<file path="src/hw/rtl/psfp_pkg.sv">
// ----------------------------------------------------------------------------
// psfp_pkg
// shared types and constants of the particle sensor frame parser
// ----------------------------------------------------------------------------
package psfp_pkg;

    // frame layout
    localparam int FRAME_BYTES_DEF = 32;
    localparam logic [7:0] START_FIRST  = 8'h42;
    localparam logic [7:0] START_SECOND = 8'h4D;
    localparam int BODY_FIRST_IDX = 2;
    localparam int PM_SMALL_HI  = 4;
    localparam int PM_SMALL_LO  = 5;
    localparam int PM_FINE_HI   = 6;
    localparam int PM_FINE_LO   = 7;
    localparam int PM_COARSE_HI = 8;
    localparam int PM_COARSE_LO = 9;

    // hour keeping
    localparam logic [4:0] HOURS_PER_DAY = 5'd24;

    // register map
    localparam int ADDR_W  = 4;
    localparam int PDATA_W = 32;
    localparam logic [1:0] REG_GOOD_LIMIT      = 2'd0;
    localparam logic [1:0] REG_MODERATE_LIMIT  = 2'd1;
    localparam logic [1:0] REG_FRAMES_PER_HOUR = 2'd2;
    localparam logic [15:0] GOOD_LIMIT_RST      = 16'd12;
    localparam logic [15:0] MODERATE_LIMIT_RST  = 16'd35;
    localparam logic [15:0] FRAMES_PER_HOUR_RST = 16'd60;

    // result stream
    localparam int OUT_DATA_W = 56;

    // quality classes
    localparam logic [1:0] QUAL_GOOD      = 2'd0;
    localparam logic [1:0] QUAL_MODERATE  = 2'd1;
    localparam logic [1:0] QUAL_UNHEALTHY = 2'd2;

    // sync phases
    typedef enum logic [1:0] {
        PH_HUNT   = 2'd0,
        PH_SECOND = 2'd1,
        PH_BODY   = 2'd2
    } phase_t;

    // configuration register set
    typedef struct packed {
        logic [15:0] good_limit;
        logic [15:0] moderate_limit;
        logic [15:0] frames_per_hour;
    } cfg_t;

    // completed frame from the parser
    typedef struct packed {
        logic        done;
        logic [15:0] pm_small;
        logic [15:0] pm_fine;
        logic [15:0] pm_coarse;
        logic        sum_ok;
    } frame_t;

endpackage

</file>
<file path="src/hw/rtl/psfp_regs.sv">
// ----------------------------------------------------------------------------
// psfp_regs
// configuration registers behind the bus port
// ----------------------------------------------------------------------------
module psfp_regs (
    input  logic                           clk,
    input  logic                           rst_n,
    input  logic                           psel,
    input  logic                           penable,
    input  logic                           pwrite,
    input  logic [psfp_pkg::ADDR_W-1:0]    paddr,
    input  logic [psfp_pkg::PDATA_W-1:0]   pwdata,
    output logic [psfp_pkg::PDATA_W-1:0]   prdata,
    output logic                           pready,
    output psfp_pkg::cfg_t                 cfg
);
    import psfp_pkg::*;

    cfg_t       cfg_reg;
    logic [1:0] reg_idx;
    logic       wr_en;

    assign pready  = 1'b1;
    assign reg_idx = paddr[3:2];
    assign wr_en   = psel && penable && pwrite && pready;
    assign cfg     = cfg_reg;

    // register writes
    always_ff @(posedge clk or negedge rst_n)
    begin
        if (!rst_n)
        begin
            cfg_reg.good_limit      <= GOOD_LIMIT_RST;
            cfg_reg.moderate_limit  <= MODERATE_LIMIT_RST;
            cfg_reg.frames_per_hour <= FRAMES_PER_HOUR_RST;
        end
        else if (wr_en)
        begin
            unique case (reg_idx)
                REG_GOOD_LIMIT:      cfg_reg.good_limit      <= pwdata[15:0];
                REG_MODERATE_LIMIT:  cfg_reg.moderate_limit  <= pwdata[15:0];
                REG_FRAMES_PER_HOUR: cfg_reg.frames_per_hour <= pwdata[15:0];
                default:             ;
            endcase
        end
    end

    // read back
    always_comb
    begin
        unique case (reg_idx)
            REG_GOOD_LIMIT:      prdata = {16'd0, cfg_reg.good_limit};
            REG_MODERATE_LIMIT:  prdata = {16'd0, cfg_reg.moderate_limit};
            REG_FRAMES_PER_HOUR: prdata = {16'd0, cfg_reg.frames_per_hour};
            default:             prdata = '0;
        endcase
    end

endmodule

</file>
<file path="src/hw/rtl/psfp_parse.sv">
// ----------------------------------------------------------------------------
// psfp_parse
// start pair hunt, byte position tracking, running sum and word capture
// ----------------------------------------------------------------------------
module psfp_parse #(
    parameter int FRAME_BYTES = psfp_pkg::FRAME_BYTES_DEF
) (
    input  logic              clk,
    input  logic              rst_n,
    input  logic              fire,
    input  logic [7:0]        rx_byte,
    output psfp_pkg::frame_t  frame
);
    import psfp_pkg::*;

    localparam int IDX_W = $clog2(FRAME_BYTES);
    localparam logic [IDX_W-1:0] SUM_END  = IDX_W'(FRAME_BYTES - 2);
    localparam logic [IDX_W-1:0] LAST_IDX = IDX_W'(FRAME_BYTES - 1);

    phase_t            phase_reg, phase_next;
    logic [IDX_W-1:0]  idx_reg, idx_next;
    logic [15:0]       sum_reg, sum_next;
    logic [15:0]       small_reg, small_next;
    logic [15:0]       fine_reg, fine_next;
    logic [15:0]       coarse_reg, coarse_next;
    logic [15:0]       rcv_reg, rcv_next;
    logic              last_byte;

    assign last_byte = (phase_reg == PH_BODY) && (idx_reg == LAST_IDX);

    // next state of the parser
    always_comb
    begin
        phase_next  = phase_reg;
        idx_next    = idx_reg;
        sum_next    = sum_reg;
        small_next  = small_reg;
        fine_next   = fine_reg;
        coarse_next = coarse_reg;
        rcv_next    = rcv_reg;
        unique case (phase_reg)
            PH_SECOND:
            begin
                if (rx_byte == START_SECOND)
                begin
                    phase_next = PH_BODY;
                    idx_next   = IDX_W'(BODY_FIRST_IDX);
                    sum_next   = sum_reg + {8'd0, rx_byte};
                end
                else if (rx_byte == START_FIRST)
                    sum_next = {8'd0, rx_byte};
                else
                    phase_next = PH_HUNT;
            end
            PH_BODY:
            begin
                if (idx_reg < SUM_END)
                    sum_next = sum_reg + {8'd0, rx_byte};
                else if (idx_reg == SUM_END)
                    rcv_next[15:8] = rx_byte;
                else
                    rcv_next[7:0] = rx_byte;
                if (idx_reg == IDX_W'(PM_SMALL_HI))  small_next[15:8]  = rx_byte;
                if (idx_reg == IDX_W'(PM_SMALL_LO))  small_next[7:0]   = rx_byte;
                if (idx_reg == IDX_W'(PM_FINE_HI))   fine_next[15:8]   = rx_byte;
                if (idx_reg == IDX_W'(PM_FINE_LO))   fine_next[7:0]    = rx_byte;
                if (idx_reg == IDX_W'(PM_COARSE_HI)) coarse_next[15:8] = rx_byte;
                if (idx_reg == IDX_W'(PM_COARSE_LO)) coarse_next[7:0]  = rx_byte;
                if (last_byte)
                begin
                    phase_next = PH_HUNT;
                    idx_next   = '0;
                end
                else
                    idx_next = idx_reg + 1'b1;
            end
            default:
            begin
                // hunting, and the unused code behaves the same
                phase_next = PH_HUNT;
                if (rx_byte == START_FIRST)
                begin
                    phase_next = PH_SECOND;
                    sum_next   = {8'd0, rx_byte};
                end
            end
        endcase
    end

    // control state
    always_ff @(posedge clk or negedge rst_n)
    begin
        if (!rst_n)
        begin
            phase_reg <= PH_HUNT;
            idx_reg   <= '0;
            sum_reg   <= '0;
        end
        else if (fire)
        begin
            phase_reg <= phase_next;
            idx_reg   <= idx_next;
            sum_reg   <= sum_next;
        end
    end

    // captured words
    always_ff @(posedge clk)
    begin
        if (fire)
        begin
            small_reg  <= small_next;
            fine_reg   <= fine_next;
            coarse_reg <= coarse_next;
            rcv_reg    <= rcv_next;
        end
    end

    // frame summary on the last byte
    always_comb
    begin
        frame.done      = last_byte;
        frame.pm_small  = small_reg;
        frame.pm_fine   = fine_reg;
        frame.pm_coarse = coarse_reg;
        frame.sum_ok    = (sum_reg == {rcv_reg[15:8], rx_byte});
    end

endmodule

</file>
<file path="src/hw/rtl/psfp_result.sv">
// ----------------------------------------------------------------------------
// psfp_result
// quality class, hour counting and the result register
// ----------------------------------------------------------------------------
module psfp_result (
    input  logic                                clk,
    input  logic                                rst_n,
    input  logic                                fire,
    input  psfp_pkg::frame_t                    frame,
    input  psfp_pkg::cfg_t                      cfg,
    output logic                                in_ready,
    output logic                                m_tvalid,
    input  logic                                m_tready,
    output logic [psfp_pkg::OUT_DATA_W-1:0]     m_tdata
);
    import psfp_pkg::*;

    logic                   valid_reg;
    logic [OUT_DATA_W-1:0]  data_reg;
    logic [15:0]            fih_reg, fih_next;
    logic [4:0]             hour_reg, hour_next;
    logic [15:0]            fih_inc;
    logic [15:0]            limit;
    logic [4:0]             hour_inc;
    logic [1:0]             quality;
    logic                   emit;

    assign in_ready = !valid_reg || m_tready;
    assign emit     = fire && frame.done;
    assign m_tvalid = valid_reg;
    assign m_tdata  = data_reg;

    // class from the fine fraction, good tested first
    always_comb
    begin
        priority if (frame.pm_fine < cfg.good_limit)
            quality = QUAL_GOOD;
        else if (frame.pm_fine < cfg.moderate_limit)
            quality = QUAL_MODERATE;
        else
            quality = QUAL_UNHEALTHY;
    end

    // hour advance, zero frames per hour counts as one
    always_comb
    begin
        limit    = (cfg.frames_per_hour == 16'd0) ? 16'd1 : cfg.frames_per_hour;
        fih_inc  = fih_reg + 16'd1;
        hour_inc = hour_reg + 5'd1;
        if (fih_inc >= limit)
        begin
            fih_next  = '0;
            hour_next = (hour_inc >= HOURS_PER_DAY) ? 5'd0 : hour_inc;
        end
        else
        begin
            fih_next  = fih_inc;
            hour_next = hour_reg;
        end
    end

    // control state
    always_ff @(posedge clk or negedge rst_n)
    begin
        if (!rst_n)
        begin
            valid_reg <= 1'b0;
            fih_reg   <= '0;
            hour_reg  <= '0;
        end
        else
        begin
            if (emit)
            begin
                valid_reg <= 1'b1;
                fih_reg   <= fih_next;
                hour_reg  <= hour_next;
            end
            else if (m_tready)
                valid_reg <= 1'b0;
        end
    end

    // result payload
    always_ff @(posedge clk)
    begin
        if (emit)
            data_reg <= {hour_reg, quality, frame.sum_ok,
                         frame.pm_coarse, frame.pm_fine, frame.pm_small};
    end

endmodule

</file>
<file path="src/hw/rtl/particle_sensor_frame_parser_unit.sv">
// ----------------------------------------------------------------------------
// particle_sensor_frame_parser_unit
// byte stream parser for particle sensor frames
// ----------------------------------------------------------------------------
// Serial bytes enter on the s_ stream, one byte per request. The block hunts
// for the start pair 0x42 0x4D, collects the rest of a FRAME_BYTES frame and
// gives one request on the m_ stream per complete frame: the three PM words,
// a checksum match flag, an air quality class and an hour of day label.
// Limits and frames per hour are set through the bus port at 0x0, 0x4, 0x8.
// One byte is taken every cycle while s_tready is high; the result of a frame
// appears on m_tvalid in the cycle after its last byte is taken. The single
// result register sits between them; the parser state updates once per byte.
// Reset clears the result valid flag, the parser back to hunting and the hour
// counters, and loads the register defaults. While a result waits in the
// result register, s_tready follows m_tready: a stalled receiver holds off
// every byte, whether or not it ends a frame, and a byte is taken in the
// same cycle as the waiting result.
// ----------------------------------------------------------------------------
module particle_sensor_frame_parser_unit #(
    parameter int FRAME_BYTES = psfp_pkg::FRAME_BYTES_DEF
) (
    input  logic                                clk,
    input  logic                                rst_n,
    // rx_byte[7:0]
    input  logic [7:0]                          s_tdata,
    input  logic                                s_tvalid,
    output logic                                s_tready,
    // pm_small[15:0], pm_fine[31:16], pm_coarse[47:32], sum_ok[48],
    // quality_class[50:49], hour_of_day[55:51]
    output logic [psfp_pkg::OUT_DATA_W-1:0]     m_tdata,
    output logic                                m_tvalid,
    input  logic                                m_tready,
    input  logic                                psel,
    input  logic                                penable,
    input  logic                                pwrite,
    input  logic [psfp_pkg::ADDR_W-1:0]         paddr,
    input  logic [psfp_pkg::PDATA_W-1:0]        pwdata,
    output logic [psfp_pkg::PDATA_W-1:0]        prdata,
    output logic                                pready
);
    import psfp_pkg::*;

    cfg_t   cfg;
    frame_t frame;
    logic   fire;

    assign fire = s_tvalid && s_tready;

    // configuration registers
    psfp_regs u_regs (
        .clk     (clk),
        .rst_n   (rst_n),
        .psel    (psel),
        .penable (penable),
        .pwrite  (pwrite),
        .paddr   (paddr),
        .pwdata  (pwdata),
        .prdata  (prdata),
        .pready  (pready),
        .cfg     (cfg)
    );

    // byte parser
    psfp_parse #(
        .FRAME_BYTES (FRAME_BYTES)
    ) u_parse (
        .clk     (clk),
        .rst_n   (rst_n),
        .fire    (fire),
        .rx_byte (s_tdata),
        .frame   (frame)
    );

    // result stage
    psfp_result u_result (
        .clk      (clk),
        .rst_n    (rst_n),
        .fire     (fire),
        .frame    (frame),
        .cfg      (cfg),
        .in_ready (s_tready),
        .m_tvalid (m_tvalid),
        .m_tready (m_tready),
        .m_tdata  (m_tdata)
    );

endmodule

</file>
<file path="config.mk">
export PLATFORM = sky130hd
export DESIGN_NAME = particle_sensor_frame_parser_unit
export DESIGN_NICKNAME = d
export VERILOG_FILES = /design/src/hw/rtl/psfp_pkg.sv /design/src/hw/rtl/psfp_regs.sv /design/src/hw/rtl/psfp_parse.sv /design/src/hw/rtl/psfp_result.sv /design/src/hw/rtl/particle_sensor_frame_parser_unit.sv
export SDC_FILE = /design/constraint.sdc
export NUM_CORES = 1
export LEC_CHECK = 0
export ABC_AREA = 1
export BUFFER_PORTS_ARGS = -buffer_cell sky130_fd_sc_hd__buf_2
export CORE_UTILIZATION = 40
export CTS_BUF_LIST = sky130_fd_sc_hd__clkbuf_4
export CTS_CLUSTER_SIZE = 14
export DETAILED_ROUTE_END_ITERATION = 12
export GPL_ROUTABILITY_DRIVEN = 1
export HOLD_SLACK_MARGIN = 0.1
export PLACE_DENSITY = 0.7
export SLEW_MARGIN = 25
export SYNTH_ARGS = -nofsm -noshare
export SYNTH_HDL_FRONTEND = slang
export SYNTH_SLANG_ARGS = --single-unit
</file>
<file path="constraint.sdc">
create_clock -name clk -period 4.65 [get_ports clk]
set_input_delay 0.93 -clock clk [delete_from_list [all_inputs] [get_ports clk]]
set_output_delay 0.93 -clock clk [all_outputs]
set_load 0.01 [all_outputs]
</file>
==> flow_metrics.tcl, run 1 <==
set metrics [dict create \
    critical_path_buf_inv_count 3 \
    synth_edf_count 112 \
    path_clk_slew_ps 70 \
    syn-cell-area_sq_um 10080 \
    viasPerCell 4.885 \
    fin_skew_ps 48.45 \
    dr.pass1.iters 5 \
    vias 7430 \
    grtUsageMet1_pct 24.02 \
    hold_buffers 0 \
    final_common_cell "nand2_1" \
    root_buffer "clkbuf_4" \
    syn_inst 1008 \
    fin_crit_sh_pct 67.42 \
    critPathSlowestCell "o221ai_1" \
    drc 0 \
    cp_cell_sequence "buf_2 -> inv_1 -> nand2_1 -> o221ai_1 -> buf_2" \
    die_x_microns 160.7 \
    cts_setup_buffers 0 \
    cts_buffer_depth 3 \
    wl_per_cell_microns 14.85 \
    cts_buffers 53 \
    tns_ps 0 \
    cp-end-kind "primary output" \
    yosys.area.top_type_share_pct 33.37 \
    worstMarginPinSlew_ps 980.5 \
    cts_max_level 2 \
    fmaxAchievable_ghz 0.3190 \
    swShare_pct 27.87 \
    area_growth_pct 15.27 \
    yosysWarnings 0 \
    grt_pass1_vias 7255 \
    p_int_mw 3.026 \
    cp-start-kind "input port" \
    ioPinCount 142 \
    max_stage_delay_ps 450 \
    ys_seq_area_share_pct 56.58 \
    coreArea_sq_um 24530 \
    syn_area_per_cell_sq_um 9.997 \
    die_area_sq_um 25830 \
    ys_async_sr_fraction_pct 45.37 \
    busiest_layer "met2" \
    yosys.area.top_type "edfxtp_1" \
    critPathMaxFanout 16 \
    path_delay_family "compound AO/OA/AOI/OAI gates" \
    antenna_found_initial 1 \
    clkSinkCount 205 \
    rsz0062_at_grt "no" \
    final_core_util_pct 47.35 \
    track_usage_pct 17.83 \
    seq_power_share_pct 49.5 \
    drive_above_1_share_pct 19.98 \
    startpoint "paddr[3]" \
    holdWs_ps 285.6 \
    status "complete, no violations" \
    worstPathRequired_ps 3720 \
    path_class "input port to primary output" \
    finalSetupViolations 0 \
    p_leak_nw 5.168 \
    overflow 0 \
    fin_crit_ps 3135 \
    start_util_pct 41.08 \
    synthTopCellsByArea "edfxtp_1 (33%), dfrtp_1 (21%), nand2_1 (9.1%)" \
    p_sw_mw 1.169 \
    drv_cap 0 \
    use_met2_pct 28.59 \
    port-buffer-count 106 \
    ys_ff_latch 205 \
    tritoncts "done" \
    combinationalPowerShare_pct 12.7 \
    hold_path_class "input port to asynchronous set/reset pin" \
    pwr_density_cell_nw_per_um2 361.1 \
    crit_arrival_ps 2200 \
    wl_microns 22580 \
    r2r_start "u_result.fih_reg[0]" \
    drtIter0Drc 520 \
    clkPwrFrac_pct 37.8 \
    grt_pass1_wl_microns 36400 \
    gr-usage-met3_pct 3.280 \
    grt_max_degree 85 \
    drt.antenna.violating_nets 0 \
    ys_types 52 \
    placement_rows 57 \
    final_net_count 1266 \
    gp_congestion 0.8798 \
    peakVddDrop_mv 0.2104 \
    dieHeight_microns 160.7 \
    hpwl_microns 15710 \
    crit_top_cell "buf_2" \
    largest_reg_flops 56 \
    synth_flop_cell "edfxtp_1" \
    maxSlewViolCount 0 \
    clk_latency_ps 670 \
    mostFrequentLayoutCells "nand2_1 (244), inv_1 (129), edfxtp_1 (112)" \
    slew_headroom_pct 34.13 \
    fillers 2326 \
    final_hold_viol_count 0 \
    cts_resized 0 \
]
[routing by layer]
metal	vias up	share of wire (%)
met5	-	0
met4	0	2.2
met3	42	5.7
met2	237	46
met1	3463	46
li1	3688	-
[Yosys cell counts, types with 2 or more instances]
cell type  instances
clkbuf_1          14
nand3_1           32
o221ai_1          16
a21oi_1           35
ha_1              63
nand2_1          245
dfstp_2            9
dfrtp_1           84
and3_1             2
buf_4             20
xor2_1            14
nor3_4             4
inv_2             10
o21ai_1           15
buf_6              2
nand3_2            2
xnor2_1            8
inv_1            129
edfxtp_1         112
nand4_1           18
or2_2              3
nor3_2             3
nor2_1            36
o21ai_0           69
o31a_1             2
or2_1              2
o22ai_1            6
nor2_2             3
nor3_1            17
and2_1             2
nor4_1             3
nand2_2            4
o21bai_1           2
o21ai_2            3
conb_1             2
[cell families after synthesis]
group | Yosys count | share of synthesized area [%]
XOR/XNOR | 22 | 1.912
other | 2 | 0.07452
adder cells (fa/ha/maj) | 64 | 8.021
buffers and inverters | 177 | 7.524
AND/OR/NAND/NOR | 381 | 16.80
flip-flops | 205 | 56.58
AO/OA/AOI/OAI | 157 | 9.089
[power groups by stage]
stage | clock network (mW) | logic [mW] | registers [mW]
floorplan | 0 | 0.374 | 2.10
global placement | 0 | 0.516 | 2.11
detailed placement | 0 | 0.534 | 2.11
CTS | 1.63 | 0.537 | 2.07
global route | 1.73 | 0.619 | 2.09
finish | 1.59 | 0.534 | 2.07
[cell type report]
| cell class | instances | area, sq um | area share, % |
|---|---|---|---|
| tap | 324 | 405.4 | 3.490 |
| multi-input combinational | 641 | 3706 | 31.90 |
| sequential | 205 | 5702 | 49.08 |
| antenna | 1 | 2.502 | 0.02154 |
| clock inverter | 31 | 187.7 | 1.616 |
| clock buffer | 69 | 518.0 | 4.459 |
| timing repair buffer | 110 | 566.8 | 4.879 |
| inverter | 140 | 528.0 | 4.545 |
[path summary, 6_finish.rpt]
kind                       depth (start not counted)  slack (ps)              endpoint
setup / recovery                                   5        1520             prdata[1]
hold / removal                                     1         290        u_regs.cfg[26]
setup reg to reg                                  14        1580  u_result.hour_reg[1]
hold reg to reg                                    0         370   u_result.m_tdata[5]
max in group asynchronous                          2        3570   u_parse.sum_reg[11]
min in group clk                                   0         370   u_result.m_tdata[5]
[through the flow]
| stage | std cells | worst slack [ps] | area [sq um] | power (mW) |
|---|---|---|---|---|
| 2_1_floorplan | 1023 | 2071 | 10130 | 2.469 |
| 3_3_place_gp | 1420 | 1566 | 10880 | 2.624 |
| 3_5_place_dp | 1420 | 1518 | 10890 | 2.643 |
| 4_1_cts | 1520 | 1513 | 11600 | 4.237 |
| 5_1_grt | 1521 | 1315 | 11620 | 4.439 |
| 6_report | 1521 | 1515 | 11620 | 4.195 |
Note: power is estimated with default switching activity, not from simulation.
==> run 2, diff against run 1 <==
ABC_AREA = 0   (was 1)
clock period = 3 ns   (was 4.65 ns; I/O delays follow)
==> run 2 against run 1 <==
Effect of this change:
- sequential share of layout area shrank 0.51 points
- register-to-register slack lost 1400 ps
- highest routed layer unchanged
- sequential power grew 58%
- critical path type is now flop to flop
- largest power group unchanged
==> flow_metrics.tcl, run 2 <==
set metrics [dict create \
    yosys.area.top_type "edfxtp_1" \
    largest_reg_flops 56 \
    wl_microns 22670 \
    worstPathRequired_ps 3570 \
    yosys.area.top_type_share_pct 34.36 \
    rsz0062_at_grt "yes" \
    fin_crit_sh_pct 95.22 \
    synth_edf_count 112 \
    cp-end-kind "flop" \
    area_growth_pct 19.93 \
    drt.antenna.violating_nets 0 \
    drc 0 \
    final_net_count 1153 \
    cp_cell_sequence "nand2_2 -> nor4b_4 -> nand3_2 -> nor2_4 -> xor2_2 -> ha_1 -> a21oi_2 -> o21ai_2 -> a211oi_2 -> o21bai_1 -> or2_1 -> buf_6 -> o41ai_2" \
    overflow 0 \
    p_leak_nw 5.124 \
    viasPerCell 5.004 \
    wl_per_cell_microns 16.20 \
    coreArea_sq_um 23750 \
    synthTopCellsByArea "edfxtp_1 (34%), dfrtp_1 (21%), ha_1 (8.1%)" \
    root_buffer "clkbuf_4" \
    track_usage_pct 18.68 \
    maxSlewViolCount 0 \
    critical_path_buf_inv_count 1 \
    critPathMaxFanout 6 \
    ys_types 57 \
    cts_buffer_depth 3 \
    die_x_microns 158.4 \
    slew_headroom_pct 31.50 \
    worstMarginPinSlew_ps 1021 \
    dr.pass1.iters 5 \
    vias 7001 \
    dieHeight_microns 158.4 \
    crit_arrival_ps 3430 \
    final_hold_viol_count 0 \
    placement_rows 56 \
    grt_pass1_vias 6879 \
    final_common_cell "edfxtp_1" \
    path_clk_slew_ps 70 \
    ioPinCount 142 \
    final_core_util_pct 49.42 \
    grt_pass1_wl_microns 35680 \
    fin_crit_ps 2857 \
    grt_max_degree 94 \
    syn-cell-area_sq_um 9787 \
    synth_common_cells "edfxtp_1 (112), o21ai_0 (109), nand2_1 (108), dfrtp_1 (84), ha_1 (63)" \
    clkSinkCount 205 \
    start_util_pct 41.20 \
    synth_flop_cell "edfxtp_1" \
    port-buffer-count 106 \
    ys_ff_latch 205 \
    pwr_density_cell_nw_per_um2 550.6 \
    dp_cells 1300 \
    fin_skew_ps 21.00 \
    synth.most_common_cell "edfxtp_1" \
    fmaxAchievable_ghz 0.3501 \
    ys_seq_area_share_pct 58.26 \
    path_delay_family "simple AND/OR/NAND/NOR gates" \
    cts_max_level 2 \
    ys_async_sr_fraction_pct 45.37 \
    critPathSlowestCell "dfrtp_1" \
    path_class "flop to flop" \
    hpwl_microns 15550 \
    gp_congestion 0.8295 \
    drv_cap 0 \
    cp-start-kind "flop" \
    drtIter0Drc 417 \
    tritoncts "done" \
    clk_latency_ps 670 \
    syn_inst 858 \
    max_stage_delay_ps 410 \
    antenna_found_initial 1 \
    mostFrequentLayoutCells "edfxtp_1 (112), nand2_1 (106), buf_2 (105)" \
    drive_above_1_share_pct 27.43 \
    syn_area_per_cell_sq_um 11.41 \
    cts_buffers 51 \
    status "complete, no violations" \
    hold_path_class "input port to flop" \
    finalNonFillerCells 1399 \
    peakVddDrop_mv 0.2016 \
    yosysWarnings 0 \
    die_area_sq_um 25100 \
    finalSetupViolations 0 \
]
==> run 2: path summary, 6_finish.rpt <==
kind	to	depth (start not counted)	startpoint	slack, ps
min in group asynchronous	u_result.m_tvalid	3	rst_n	540
min reg2reg	u_result.m_tdata[0]	0	u_parse.small_reg[0]	410
max	u_result.fih_reg[10]	13	u_result.fih_reg[0]	140
max reg2reg	u_result.fih_reg[10]	13	u_result.fih_reg[0]	140
max in group asynchronous	u_regs.cfg[21]	3	rst_n	2060
min	u_regs.cfg[30]	3	pwdata[14]	180
==> run 2: tightest hold or removal path: stages <==
cell and delay, ps:
buf_2 110, nand2_1 50, o21ai_0 60
==> run 2: what timing repair did <==
| action | in CTS | in global routing |
|---|---|---|
| pin swaps | 2 | 17 |
| buffers inserted | 2 | 1 |
| hold endpoints to repair | 84 | 0 |
| setup endpoints to repair | 9 | 17 |
| hold buffers | 1 | 0 |
| gates resized for setup | 5 | 37 |
==> run 2: metrics by stage <==
step           TNS, ps  worst slack, ps  hold slack [ps]  power, mW  area, sq um
6_report             0            143.3            180.6      6.463        11740
5_1_grt         -186.5           -48.63            168.3      6.825        11740
3_3_place_gp         0            24.07            401.6      4.108        10900
2_1_floorplan        0            30.11            304.4      3.842         9849
3_5_place_dp    -115.3           -38.72            404.5      4.146        10900
4_1_cts              0            24.69            131.4      6.539        11620
==> run 2: final cells by class <==
cell class	instances	area, sq um
repair buffers	152	917.1
well taps	319	399.1
flip-flops and latches	205	5702
inverters	62	232.7
clock buffers	79	593.1
multi-input cells	566	3817
clock inverters	15	73.82
diodes	1	2.502
fillers	2114	12020
==> run 2: cell families (layout without fill, tap and decap cells) <==
kind of cell,Yosys count,in the layout,synth area share (%)
mux,34,34,3.707
other cells,2,18,0.07674
xor+xnor,25,25,2.237
buf+inv,102,308,4.692
simple gates,241,241,11.54
fa+ha+maj,64,64,8.259
flops,205,205,58.26
compound gates,185,185,11.22
==> run 2: power by group <==
part / internal [mW] / switching, mW / total, mW
registers: 3.15 / 0.128 / 3.28
clock network: 1.21 / 1.14 / 2.36
logic: 0.347 / 0.483 / 0.830
total: 4.71 / 1.76 / 6.46
==> run 2: routing by layer <==
metal  vias up  routed length, microns  global-route usage [%]
li1       3430                       -                       -
met1      3344                   10300                   24.89
met2       182                   10630                   29.39
met3        45                    1163                   4.192
met4         0                     573                   7.692
met5         -                       0                       0
